`config.mk`:
```
export PLATFORM = sky130hd
export DESIGN_NAME = bbod_ctrl
export DESIGN_NICKNAME = d
export VERILOG_FILES = /design/src/design/bbod_pkg.sv /design/src/design/bbod_ctrl.sv
export SDC_FILE = /design/constraint.sdc
export NUM_CORES = 1
export LEC_CHECK = 0
export CORE_AREA = 2 2 41 43
export DETAILED_ROUTE_END_ITERATION = 12
export DIE_AREA = 0 0 43 45
export DONT_BUFFER_PORTS = 1
export PLACE_DENSITY = 0.35
export SLEW_MARGIN = 0
export SYNTH_ARGS = -nofsm -noshare
export SYNTH_HDL_FRONTEND = slang
export SYNTH_SLANG_ARGS = --single-unit
```
`constraint.sdc`:
```
create_clock -name clk -period 4.1 [get_ports clk]
set_input_delay 0.205 -clock clk [delete_from_list [all_inputs] [get_ports clk]]
set_output_delay 0.205 -clock clk [all_outputs]
set_load 0.02 [all_outputs]
```
`src/design/bbod_pkg.sv`:
```
package bbod_pkg;

  // Frame store geometry and outline thickness
  localparam int MAX_WIDTH      = 256;
  localparam int MAX_HEIGHT     = 256;
  localparam int LINE_THICKNESS = 2;

  localparam int X_W    = (MAX_WIDTH > 1) ? $clog2(MAX_WIDTH) : 1;
  localparam int Y_W    = (MAX_HEIGHT > 1) ? $clog2(MAX_HEIGHT) : 1;
  localparam int P_W    = (X_W > Y_W) ? X_W : Y_W;
  localparam int T_W    = (LINE_THICKNESS > 1) ? $clog2(LINE_THICKNESS) : 1;
  localparam int AW_W   = $clog2(MAX_WIDTH + 1);
  localparam int AH_W   = $clog2(MAX_HEIGHT + 1);
  localparam int DEPTH  = MAX_WIDTH * MAX_HEIGHT;
  localparam int ADDR_W = (DEPTH > 1) ? $clog2(DEPTH) : 1;

  // Field widths
  localparam int CMD_W   = 2;
  localparam int ID_W    = 32;
  localparam int COORD_W = 16;
  localparam int READ_W  = 8;
  localparam int CHAN_W  = 8;
  localparam int PIX_W   = 4 * CHAN_W;

  // Configuration port
  localparam int CFG_W     = 9;
  localparam int CFG_IDX_W = 1;
  localparam logic [CFG_IDX_W-1:0] REG_FRAME_WIDTH  = 1'b0;
  localparam logic [CFG_IDX_W-1:0] REG_FRAME_HEIGHT = 1'b1;
  localparam logic [CFG_W-1:0]     FRAME_RESET      = 9'd256;

  // Commands
  localparam logic [CMD_W-1:0] CMD_CLEAR = 2'd0;
  localparam logic [CMD_W-1:0] CMD_DRAW  = 2'd1;
  localparam logic [CMD_W-1:0] CMD_READ  = 2'd2;
  localparam logic [CMD_W-1:0] CMD_NONE  = 2'd3;

  // Color hash
  localparam logic [ID_W-1:0]   HASH_MULT   = 32'd2654435761;
  localparam logic [CHAN_W-1:0] CHAN_FLOOR  = 8'd50;
  localparam logic [CHAN_W-1:0] ALPHA_DRAWN = 8'd255;

  typedef struct packed {
    logic load;
    logic clr_wr;
    logic seg_load;
    logic edge_adv;
    logic pix_wr;
    logic rd_issue;
    logic out_load;
  } ctrl_t;

  typedef struct packed {
    logic clr_last;
    logic seg_empty;
    logic run_end;
    logic edge_last;
  } stat_t;

endpackage

```
`src/design/bbod_ctrl.sv`:
```
module bbod_ctrl (
  input  logic                       clk,
  input  logic                       rst,
  input  logic                       in_valid,
  output logic                       in_ready,
  input  logic [bbod_pkg::CMD_W-1:0] in_cmd,
  output logic                       out_valid,
  input  logic                       out_ready,
  output bbod_pkg::ctrl_t            ctrl,
  input  bbod_pkg::stat_t            stat
);

  localparam logic [2:0] S_IDLE  = 3'd0;
  localparam logic [2:0] S_CLEAR = 3'd1;
  localparam logic [2:0] S_SEG   = 3'd2;
  localparam logic [2:0] S_RUN   = 3'd3;
  localparam logic [2:0] S_RD    = 3'd4;
  localparam logic [2:0] S_RESP  = 3'd5;

  logic [2:0] state;
  logic [2:0] state_next;
  logic       out_valid_next;

  always_comb begin
    state_next = state;
    ctrl       = '0;
    in_ready   = 1'b0;
    unique case (state)
      S_IDLE: begin
        in_ready = 1'b1;
        if (in_valid) begin
          ctrl.load = 1'b1;
          unique case (in_cmd)
            bbod_pkg::CMD_CLEAR: state_next = S_CLEAR;
            bbod_pkg::CMD_DRAW:  state_next = S_SEG;
            bbod_pkg::CMD_READ:  state_next = S_RD;
            default:             state_next = S_IDLE;
          endcase
        end
      end
      S_CLEAR: begin
        ctrl.clr_wr = 1'b1;
        if (stat.clr_last) state_next = S_IDLE;
      end
      S_SEG: begin
        // skip an edge with an empty run, else start its run
        if (stat.seg_empty) begin
          ctrl.edge_adv = 1'b1;
          if (stat.edge_last) state_next = S_IDLE;
        end else begin
          ctrl.seg_load = 1'b1;
          state_next    = S_RUN;
        end
      end
      S_RUN: begin
        ctrl.pix_wr = 1'b1;
        if (stat.run_end) begin
          ctrl.edge_adv = 1'b1;
          state_next    = stat.edge_last ? S_IDLE : S_SEG;
        end
      end
      S_RD: begin
        ctrl.rd_issue = 1'b1;
        state_next    = S_RESP;
      end
      S_RESP: begin
        // hold until the output register is free
        if (!out_valid || out_ready) begin
          ctrl.out_load = 1'b1;
          state_next    = S_IDLE;
        end
      end
      default: state_next = S_IDLE;
    endcase
  end

  assign out_valid_next = ctrl.out_load || (out_valid && !out_ready);

  always_ff @(posedge clk) begin
    if (rst) begin
      state     <= S_IDLE;
      out_valid <= 1'b0;
    end else begin
      state     <= state_next;
      out_valid <= out_valid_next;
    end
  end

endmodule

```
Word level (Yosys, flattened, before mapping)
Cells that the tools add are included.

Eq/ne operators: 12. Mux-type cells: 22. Reduce and logical (&&, ||, !) cells: 8.

Operator list (count): 2-to-1 mux 3 bit (6); case mux 3 bit (6 select lines) (1); 2-to-1 mux 1 bit (12); case mux 3 bit (3 select lines) (1); != test 2 bit (second input constant) (4); == test 3 x 2 -> 1 bit (second input constant) (2); == test 3 bit (second input constant) (2); AND reduction 5 bit (1); == test 3 x 1 -> 1 bit (second input constant) (1); zero test 3 bit (1); != test 3 bit (second input constant) (1); == test 2 x 1 -> 1 bit (second input constant) (1); == test 2 bit (second input constant) (1); zero test 1 bit (2); zero test 2 bit (1); logical OR 1 bit (2); 2-to-1 mux 2 bit (1); case mux 1 bit (2 select lines) (1); logical AND 1 bit (1).

Register bits: 4.

Logic depth before layout (Yosys ltp)
Gate-level depths: netlist of the first run.

Depth in word-level cells: 5. Mapped depth: 5. Mapped depth without buffers: 4.

Worst setup path before layout of the first run
No wires, ideal clock.

Path kind: register to output. Start: register state[0]. End: output ctrl[6] (netlist bit). Data arrival time: 1.344 ns. Slack: 2.551 ns. Stages on the path, launching flop included: 4. Cell sequence: dfxtp_1 > buf_2 > nor3_1 > and2_1.

RTL lines: start, declared (line bbod_ctrl.sv:20) `logic [2:0] state;`; start signal, assigned (line bbod_ctrl.sv:84) `state <= state_next;`; end, declared (line bbod_ctrl.sv:9) `output bbod_pkg::ctrl_t ctrl,`.

==> reports/metrics.cfg, run 1 <==
[outcome]
status = finished, final reports clean

[worst_setup_path]
cp.buffers_inverters = 0
crit_slowest_cell = nor3_1
cpPeakStageDelay_ns = 0.64
crit_family = simple AND/OR/NAND/NOR gates
path_cells = nor3_1, and2_1
critPathMaxFanout = 13
cp.required_ns = 3.89
worst_setup_path_start_kind = flip-flop
endpoint_kind = output pin
critPathArrivalTime_ns = 1.63
path_class = flip-flop to output pin

[synthesis]
synth_edf_count = 0
synth.distinct_cells = 26
synth_fp_nets = 53
synthArstFlopShare_pct = 0
synth-seq-cells = 4
syn_area_per_cell_um2 = 8.23
synth_top_area_share_pct = 22.6
synthSimpleGateAreaFrac_pct = 38.9
synth-xor-area-share_pct = 0
ys.flop_type = dfxtp_1
ys_top_cells_by_area = dfxtp_1 (23%), nand3b_1 (6.4%), nor3_1 (5.7%)
synth_mux_area_share_pct = 7.42
synth_area_um2 = 354
synth-seq-area-share_pct = 22.6
syn_inst = 43
synth_top_family_by_area = simple AND/OR/NAND/NOR gates
yosysWarnings = 0
yosysTopAreaCell = dfxtp_1
synth_adder_area_share_pct = 0
synth_compound_area_share_pct = 25.8

[detailed_routing]
drtIter0Drc = 10
wl_per_cell_um = 14.9
antenna_left = 0
wl_um = 879
drc_errors = 0
vias_per_cell = 5.73
firstDrtPassIters = 4
dr_total_vias = 338

[min_path]
hold_path_class = input pin to flip-flop

[clock_network]
worstSkewPairLatency_ns = 0.23
htreeDepth = 1
cts_tree = yes
cts_resized = 0
cts_buffers = 3
cts_buffer_depth = 2
cts_root_buffer = clkbuf_4
clkSlewWorstSetupHoldPaths_ns = 0.03
clock_sinks = 4
ctsHoldBuffers = 0
post-cts-setup-buffers = 0

[placed_design]
dp_hpwl_um = 658
gp_congestion = 0.715
portBuffers = 0

[sta]
fin_setup_tns_ns = 0
final_max_slew_viol_count = 0
period_share_pct = 44.8
finalHoldViolations = 0
rsz0062_at_grt = false
period_minus_slack_ns = 1.84
worst_pin_slew_ns = 0.698
slew_headroom_pct = 53.1
holdWs_ns = 0.0359
max_freq_mhz = 544
finalSetupViolCount = 0
fin_worst_skew_ns = 0.00235

[die]
dieArea_um2 = 1940
die_x_um = 43
ioPinCount = 19
die_y_um = 45
start_util_pct = 24.1
fp.coreArea_um2 = 1470
rows = 14

[power_and_ir_drop]
p_leak_nw = 0.124
switching_share_pct = 34.3
p_seq_share_pct = 37.0
pwr-share-comb_pct = 29.1
p_clk_share_pct = 34.0
internal-power_w = 0.0000924
power_density_nw_per_um2 = 369
switchingPower_w = 0.0000483
total_power_w = 0.000141
ir_worst_vdd_mv = 0.199

[grt]
grtUsageTotal_pct = 9.40
use_met3_pct = 6.00
grt-busiest-layer = met2
grt_pass1_vias = 301
grt_overflow = 0
grt_pass1_wl_um = 1290
antenna_found_initial = 0
met2_usage_pct = 13.0
gr-usage-met1_pct = 11.7
grt_max_degree = 16

[run]
drv_cap = 0

[cells_and_area]
syn_to_final_growth_pct = 7.77
diodes = 0
fin_nets = 55
drive_above_1_share_pct = 18.6

[Yosys cell counts (2+ instances only)]
library cell,instances
nor3_1,4
nor2_1,2
buf_2,3
nor2b_1,2
a211oi_1,2
dfxtp_1,4
and3_1,2
nand3b_1,3
nand2b_1,3
or4b_1,2
[path summary, 6_finish.rpt]
path,start,end,slack [ns],cells past startpoint
worst max register to register,state[1],state[2],2.36,4
worst min-delay path,rst,state[2],0.04,1
worst min register to register,state[2],state[1],0.64,1
worst max-delay path,state[0],ctrl[6],2.26,2
[cells in the final DEF (no fill, tap or decap)]
| cell | instances |
|---|---|
| nor3_1 | 4 |
| dfxtp_1 | 4 |
| nand3b_1 | 3 |
| nand2b_1 | 3 |
| clkbuf_4 | 3 |
| and3_1 | 2 |
| nor2b_1 | 2 |
| nor2_1 | 2 |
| a211oi_1 | 2 |
| or4b_1 | 2 |
| or2b_1 | 1 |
| inv_1 | 1 |
| mux2_2 | 1 |
| and2_1 | 1 |
| or2_1 | 1 |
| mux2_4 | 1 |
| o22a_1 | 1 |
| nand2_1 | 1 |
| o221ai_1 | 1 |
| o22ai_2 | 1 |
| o21ai_0 | 1 |
| o31ai_1 | 1 |
| a211oi_2 | 1 |
| a21oi_1 | 1 |
| o21ba_2 | 1 |
| o22ai_1 | 1 |
[power groups by stage]
stage          registers, W  clock network, W  logic (W)
6_report          0.0000520         0.0000478  0.0000409
5_1_grt           0.0000528         0.0000534  0.0000448
4_1_cts           0.0000518         0.0000506  0.0000413
3_5_place_dp      0.0000523                 0  0.0000411
3_3_place_gp      0.0000525                 0  0.0000412
2_1_floorplan     0.0000451                 0  0.0000439
[area by class of cell]
type                       count  area, µm²
tap                           16       20.0
fill                         179       1090
multi-input combinational     35        255
sequential                     4       80.1
clock buffer                   3       22.5
inverter                       1       3.75
[layer usage]
| layer | up-vias | wire, µm |
|---|---|---|
| met4 | 0 | 13 |
| met2 | 18 | 372 |
| met1 | 156 | 406 |
| li1 | 162 | - |
| met5 | - | 0 |
| met3 | 2 | 87 |
[sequential cells by signal (all words and copies together), names as in the netlist]
register and cells:
out_valid 1, state 3
[cell families (layout without fill, tap and decap cells)]
kind of cell           after synthesis  after routing
and+or+nand+nor                     22             22
DFF                                  4              4
muxes                                2              2
buffers and inverters                4              4
AOI/OAI and AO/OA                   11             11
[per-stage QoR]
| stage | cells | worst slack, ns | util (%) | cell area, µm² |
|---|---|---|---|---|
| after CTS | 59 | 2.24 | 25.9 | 382 |
| after global placement | 56 | 2.39 | 24.4 | 359 |
| after global routing | 59 | 2.19 | 25.9 | 382 |
| after detailed placement | 56 | 2.37 | 24.4 | 359 |
| after floorplan | 43 | 2.55 | - | 354 |
| final | 59 | 2.26 | 25.9 | 382 |
(Power assumes the default switching activity.)
==> inputs of run 2 (changes only) <==
==> constraint.sdc (replaced) <==
create_clock -name clk -period 1.81 [get_ports clk]
set_input_delay 0.0905 -clock clk [delete_from_list [all_inputs] [get_ports clk]]
set_output_delay 0.0905 -clock clk [all_outputs]
set_load 0.02 [all_outputs]
==> reports/metrics.cfg, run 2 (synthesized netlist as in run 1, its figures left out) <==
[outcome]
status = finished, final reports clean

[sta]
holdWs_ns = 0.0629  ; +0.0270 ns
period_minus_slack_ns = 1.58
finalSetupViolCount = 0  ; unchanged
finalHoldViolations = 0  ; unchanged
max_freq_mhz = 633
slew_headroom_pct = 66.1  ; +13 points
final_max_slew_viol_count = 0  ; unchanged
fin_setup_tns_ns = 0  ; unchanged
period_share_pct = 87.3
rsz0062_at_grt = false
worst_pin_slew_ns = 0.506  ; -0.192 ns
fin_worst_skew_ns = 0.00145  ; -0.000903 ns

[clock_network]
cts_root_buffer = clkbuf_4
clock_sinks = 4  ; unchanged
clkSlewWorstSetupHoldPaths_ns = 0.04  ; about the same
htreeDepth = 1  ; unchanged
worstSkewPairLatency_ns = 0.23  ; about the same
cts_buffers = 3  ; unchanged
cts_buffer_depth = 2  ; unchanged
post-cts-setup-buffers = 0  ; unchanged
cts_tree = yes

[detailed_routing]
dr_total_vias = 350  ; +3.6%
firstDrtPassIters = 4  ; unchanged
drtIter0Drc = 11  ; +1
wl_um = 901  ; +2.5%
vias_per_cell = 5.47  ; -4.5%
wl_per_cell_um = 14.1  ; -5.5%
antenna_left = 0  ; unchanged
drc_errors = 0  ; unchanged

[grt]
grt_max_degree = 14  ; -2
antenna_found_initial = 0  ; unchanged
grt_pass1_wl_um = 1340  ; +3.7%
grt_pass1_vias = 311  ; +3.3%
grtUsageTotal_pct = 9.56  ; +0.16 points
grt_overflow = 0  ; unchanged

[cells_and_area]
syn_to_final_growth_pct = 19.1
regMostFlops = state
final_util_pct = 28.7  ; +2.7 points
final_cell_mix = nor3_1 (4), dfxtp_1 (4), buf_4 (4)
fin_nets = 60  ; +9.1%
multiInputGateArea_um2 = 255  ; unchanged
seq_area_um2 = 80.1  ; unchanged
instances_no_fill = 64  ; +8.5%
diodes = 0  ; unchanged
drive_above_1_share_pct = 25.0  ; +6.4 points
filler_cell_count = 173  ; -3.4%
largestRegisters = state (3), out_valid (1)
largest_reg_flops = 3  ; unchanged

[min_path]
holdCritStartpoint = rst
hold_path_class = input pin to flip-flop

[run]
drv_cap = 0  ; unchanged

[die]
dieArea_um2 = 1940  ; unchanged
die_y_um = 45  ; unchanged
ioPinCount = 19  ; unchanged
die_x_um = 43  ; unchanged
start_util_pct = 24.1  ; unchanged
fp.coreArea_um2 = 1470  ; unchanged
rows = 14  ; unchanged

[placed_design]
gp_congestion = 0.820  ; +15%
portBuffers = 0  ; unchanged
dp_cells = 60  ; +7.1%
dp_hpwl_um = 686  ; +4.3%

[worst_setup_path]
critPathMaxFanout = 10  ; -3
critPathArrivalTime_ns = 1.74  ; +0.11 ns
worst_setup_path_start_kind = flip-flop
endpoint_kind = flip-flop
cp.required_ns = 1.97  ; -1.92 ns
rr_startpoint = state[1]
path_class = flip-flop to flip-flop
critPathLaunch = state[1]

[power_and_ir_drop]
p_leak_nw = 0.149  ; +20%
ir_worst_vdd_mv = 0.249  ; +25%
total_power_w = 0.000340  ; +140%
power_density_nw_per_um2 = 806  ; +120%

run 2: cell types whose count changed in the layout (fill, tap and decap cells not counted):
cell,delta
buf_4,+4
dlygate4sd3_1,+1
run 2: timing repair:
action / CTS / global route
hold buffers: 1 / 0
hold endpoints to repair: 4 / 0
gates resized for setup: 0 / 0
run 2: report_power, final:
part           switching, W  internal (W)
combinational     0.0000615     0.0000536
clock             0.0000376     0.0000742
sequential        0.0000170     0.0000960
total              0.000116      0.000224
run 2: metal layers:
metal  part of all wire (%)  track usage [%]
met1                     45             12.6
met2                     44             11.8
met3                     11             6.00
met4                    1.1             4.85
met5                      0                0
run 2: worst max-delay path, stage by stage (launching register included):
cell and delay [ns]:
dfxtp_1 0.35, buf_4 0.18, nand3b_1 0.08, a211oi_1 0.13, or4b_1 0.55, a211oi_2 0.21
run 2: worst paths after layout:
| path | slack, ns | depth (start not counted) | end |
|---|---|---|---|
| worst max-delay path | 0.23 | 5 | state[2] |
| worst min-delay path | 0.06 | 3 | state[1] |
| worst max register to register | 0.23 | 5 | state[2] |
| worst min register to register | 0.66 | 1 | state[1] |
run 2: metrics by stage:
step / instance area (µm²) / setup slack (ns)
after CTS: 422 / 0.221
final: 422 / 0.230
after floorplan: 354 / 0.376
after detailed placement: 389 / 0.231
after global routing: 422 / 0.0952
after global placement: 389 / 0.258
run 2: area by class of cell:
type | instances | share of cell area, %
clock buffers | 3 | 5.34
inverters | 1 | 0.890
well taps | 16 | 4.75
multi-input cells | 35 | 60.5
repair buffers | 5 | 9.50
flip-flops and latches | 4 | 19.0
==> inputs of run 3 (changes only) <==
--- a/config.mk
+++ b/config.mk
@@ -5,9 +5,10 @@
 export SDC_FILE = /design/constraint.sdc
 export NUM_CORES = 1
 export LEC_CHECK = 0
-export CORE_AREA = 2 2 41 43
+export ABC_AREA = 1
+export CORE_AREA = 2 2 42 44
 export DETAILED_ROUTE_END_ITERATION = 12
-export DIE_AREA = 0 0 43 45
+export DIE_AREA = 0 0 44 46
 export DONT_BUFFER_PORTS = 1
 export PLACE_DENSITY = 0.35
 export SLEW_MARGIN = 0
==> reports/metrics.cfg, run 3 <==
[worst_setup_path]
cpPeakStageDelay_ns = 0.43  ; -0.12 ns
critPathArrivalTime_ns = 1.35  ; -0.39 ns
rr_startpoint = state[1]
worst-r2r-setup-slack_ns = 0.50  ; +0.27 ns
path_cells = nand2_1, nor2_2, nand2_1, o21ai_0, buf_4
path_class = flip-flop to output pin
worst_setup_path_start_kind = flip-flop
crit_slowest_cell = dfxtp_1
endpoint_kind = output pin
cp.required_ns = 1.72  ; -0.25 ns
critPathLaunch = state[1]
worstSetupEndpoint = ctrl[3]
rr_endpoint = state[1]
r2r_cells = 7  ; +2
crit_top_cell = nand2_1
critPathMaxFanout = 6  ; -4

[sta]
rsz0062_at_grt = false
worst_pin_slew_ns = 0.634  ; +0.128 ns
fin_worst_skew_ns = 0.000173  ; -0.00128 ns
period_share_pct = 79.8  ; -7.5 points
final_max_slew_viol_count = 0  ; unchanged
slew_headroom_pct = 57.4  ; -8.7 points
finalHoldViolations = 0  ; unchanged
period_minus_slack_ns = 1.44  ; -0.135 ns
finalSetupViolCount = 0  ; unchanged
fin_setup_tns_ns = 0  ; unchanged
max_freq_mhz = 692  ; +9.4%

[detailed_routing]
antenna_left = 0  ; unchanged
drtIter0Drc = 6  ; -5
vias_per_cell = 4.31  ; -21%
wl_per_cell_um = 9.07  ; -36%
drc_errors = 0  ; unchanged
firstDrtPassIters = 4  ; unchanged
wl_um = 780  ; -13%
dr_total_vias = 371  ; +6.0%

[clock_network]
worstSkewPairLatency_ns = 0.23  ; about the same
cts_root_buffer = clkbuf_4
htreeDepth = 1  ; unchanged
clock_sinks = 4  ; unchanged
cts_tree = yes
clkSlewWorstSetupHoldPaths_ns = 0.04  ; about the same
cts_buffer_depth = 2  ; unchanged
cts_buffers = 3  ; unchanged

[cells_and_area]
fin_nets = 81  ; +35%
diodes = 0  ; unchanged
multiInputGateArea_um2 = 225  ; -12%
largestRegisters = state (3), out_valid (1)
final_cell_mix = inv_1 (14), nand2_1 (13), nor2_1 (11)
largest_reg_flops = 3  ; unchanged
syn_to_final_growth_pct = 16.6
drive_above_1_share_pct = 23.2  ; -1.8 points
mostFrequentLayoutCell = inv_1
filler_cell_count = 199  ; +15%
regMostFlops = state
seq_area_um2 = 80.1  ; unchanged

[grt]
grt_max_degree = 8  ; -6
antenna_found_initial = 0  ; unchanged
grt_pass1_wl_um = 1240  ; -7.7%
grt_overflow = 0  ; unchanged
grtUsageTotal_pct = 8.71  ; -0.85 points
grt_pass1_vias = 333  ; +7.1%

[min_path]
hold_path_class = input pin to flip-flop

[die]
rows = 15  ; +1
fp.coreArea_um2 = 1610  ; +9.7%
die_x_um = 44  ; +2.3%
dieArea_um2 = 2020  ; +4.6%
start_util_pct = 22.9  ; -1.2 points
ioPinCount = 19  ; unchanged
die_y_um = 46  ; +2.2%

[synthesis]
ys.flop_type = dfxtp_1
synthTopCellsByCount = inv_1 (14), nand2_1 (13), nor2_1 (11)
yosysWarnings = 0  ; unchanged
ys_top_cells_by_area = dfxtp_1 (22%), inv_1 (14%), nand2_1 (13%)
synthArstFlopShare_pct = 0  ; unchanged
synth.distinct_cells = 15  ; -42%
synth-seq-cells = 4  ; unchanged
syn_area_per_cell_um2 = 5.77  ; -30%
yosysTopAreaCell = dfxtp_1
syn_inst = 64  ; +49%
synth_area_um2 = 369  ; +4.2%
synth_top_area_share_pct = 21.7  ; -0.92 points
synth_most_common_cell = inv_1
synth-seq-area-share_pct = 21.7  ; -0.92 points
synth_edf_count = 0  ; unchanged
synth_fp_nets = 74  ; +40%

[placed_design]
dp_hpwl_um = 660  ; -3.8%
gp_congestion = 0.694  ; -15%
portBuffers = 0  ; unchanged

[power_and_ir_drop]
ir_worst_vdd_mv = 0.498  ; +100%
total_power_w = 0.000779  ; +130%
p_leak_nw = 0.257  ; +73%
power_density_nw_per_um2 = 1810  ; +120%

[outcome]
status = finished, final reports clean

[run]
drv_cap = 0  ; unchanged

-- run 3: cell count changes in the layout (fill, tap and decap cells not counted), sizes merged, moves of 5 or more --
cell,delta
inv,+16
nand2,+16
nor2,+12
nand3,+5
-- run 3: timing repair --
action,4_1_cts,5_1_grt
buffers inserted,0,0
hold endpoints to repair,2,0
resized for setup,0,0
hold buffers,1,0
-- run 3: critical path: cells and delay by family (launching register included) --
family | cells | cell delay [ns]
simple gates | 3 | 0.45
flops | 1 | 0.43
buf+inv | 1 | 0.16
compound gates | 1 | 0.08
-- run 3: stage by stage --
step | hold WS (ns) | cell area [µm²] | std cells | utilization (%) | setup slack (ns)
final | 0.0200 | 430 | 86 | 26.7 | 0.365
after global routing | 0.0264 | 430 | 86 | 26.7 | 0.229
after CTS | 0.0172 | 430 | 86 | 26.7 | 0.339
after detailed placement | 0.163 | 398 | 82 | 24.7 | 0.481
after global placement | 0.163 | 398 | 82 | 24.7 | 0.469
after floorplan | 0.160 | 369 | 64 | - | 0.588
-- run 3: area by class of cell --
type | count | area share (%)
Sequential cell | 4 | 18.6
Timing Repair Buffer | 2 | 4.07
Inverter | 17 | 14.8
Multi-Input combinational cell | 43 | 52.3
Clock buffer | 3 | 5.23
Tap cell | 17 | 4.94
-- run 3: cell families (layout without fill, tap and decap cells) --
| group | Yosys count | count (layout) | synth area share, % |
|---|---|---|---|
| AO/OA/AOI/OAI | 4 | 4 | 5.42 |
| buffers and inverters | 17 | 22 | 17.3 |
| flip-flops | 4 | 4 | 21.7 |
| AND/OR/NAND/NOR | 39 | 39 | 55.6 |
-- run 3: worst min path at each step --
stage / start / end / slack [ns] / cells past startpoint
after floorplan: rst / out_valid / 0.16 / 1
after global placement: rst / out_valid / 0.16 / 1
after detailed placement: rst / out_valid / 0.16 / 1
after CTS: rst / state[2] / 0.02 / 3
after global routing: rst / state[1] / 0.03 / 3
final: rst / state[2] / 0.02 / 3
-- run 3: routing by layer --
layer	GRT usage [%]	wire (µm)	up-vias
met2	13.2	381	11
met3	3.97	61	0
met5	0	0	-
met1	9.88	336	157
li1	-	-	203
met4	5.45	0	0
-- run 3: where the power goes --
part | internal (W) | leakage, nW | total, W | switching, W
registers | 0.000123 | 0.0328 | 0.000177 | 0.0000544
logic | 0.000146 | 0.211 | 0.000489 | 0.000343
clock network | 0.0000743 | 0.0138 | 0.000113 | 0.0000387
total | 0.000343 | 0.257 | 0.000779 | 0.000436
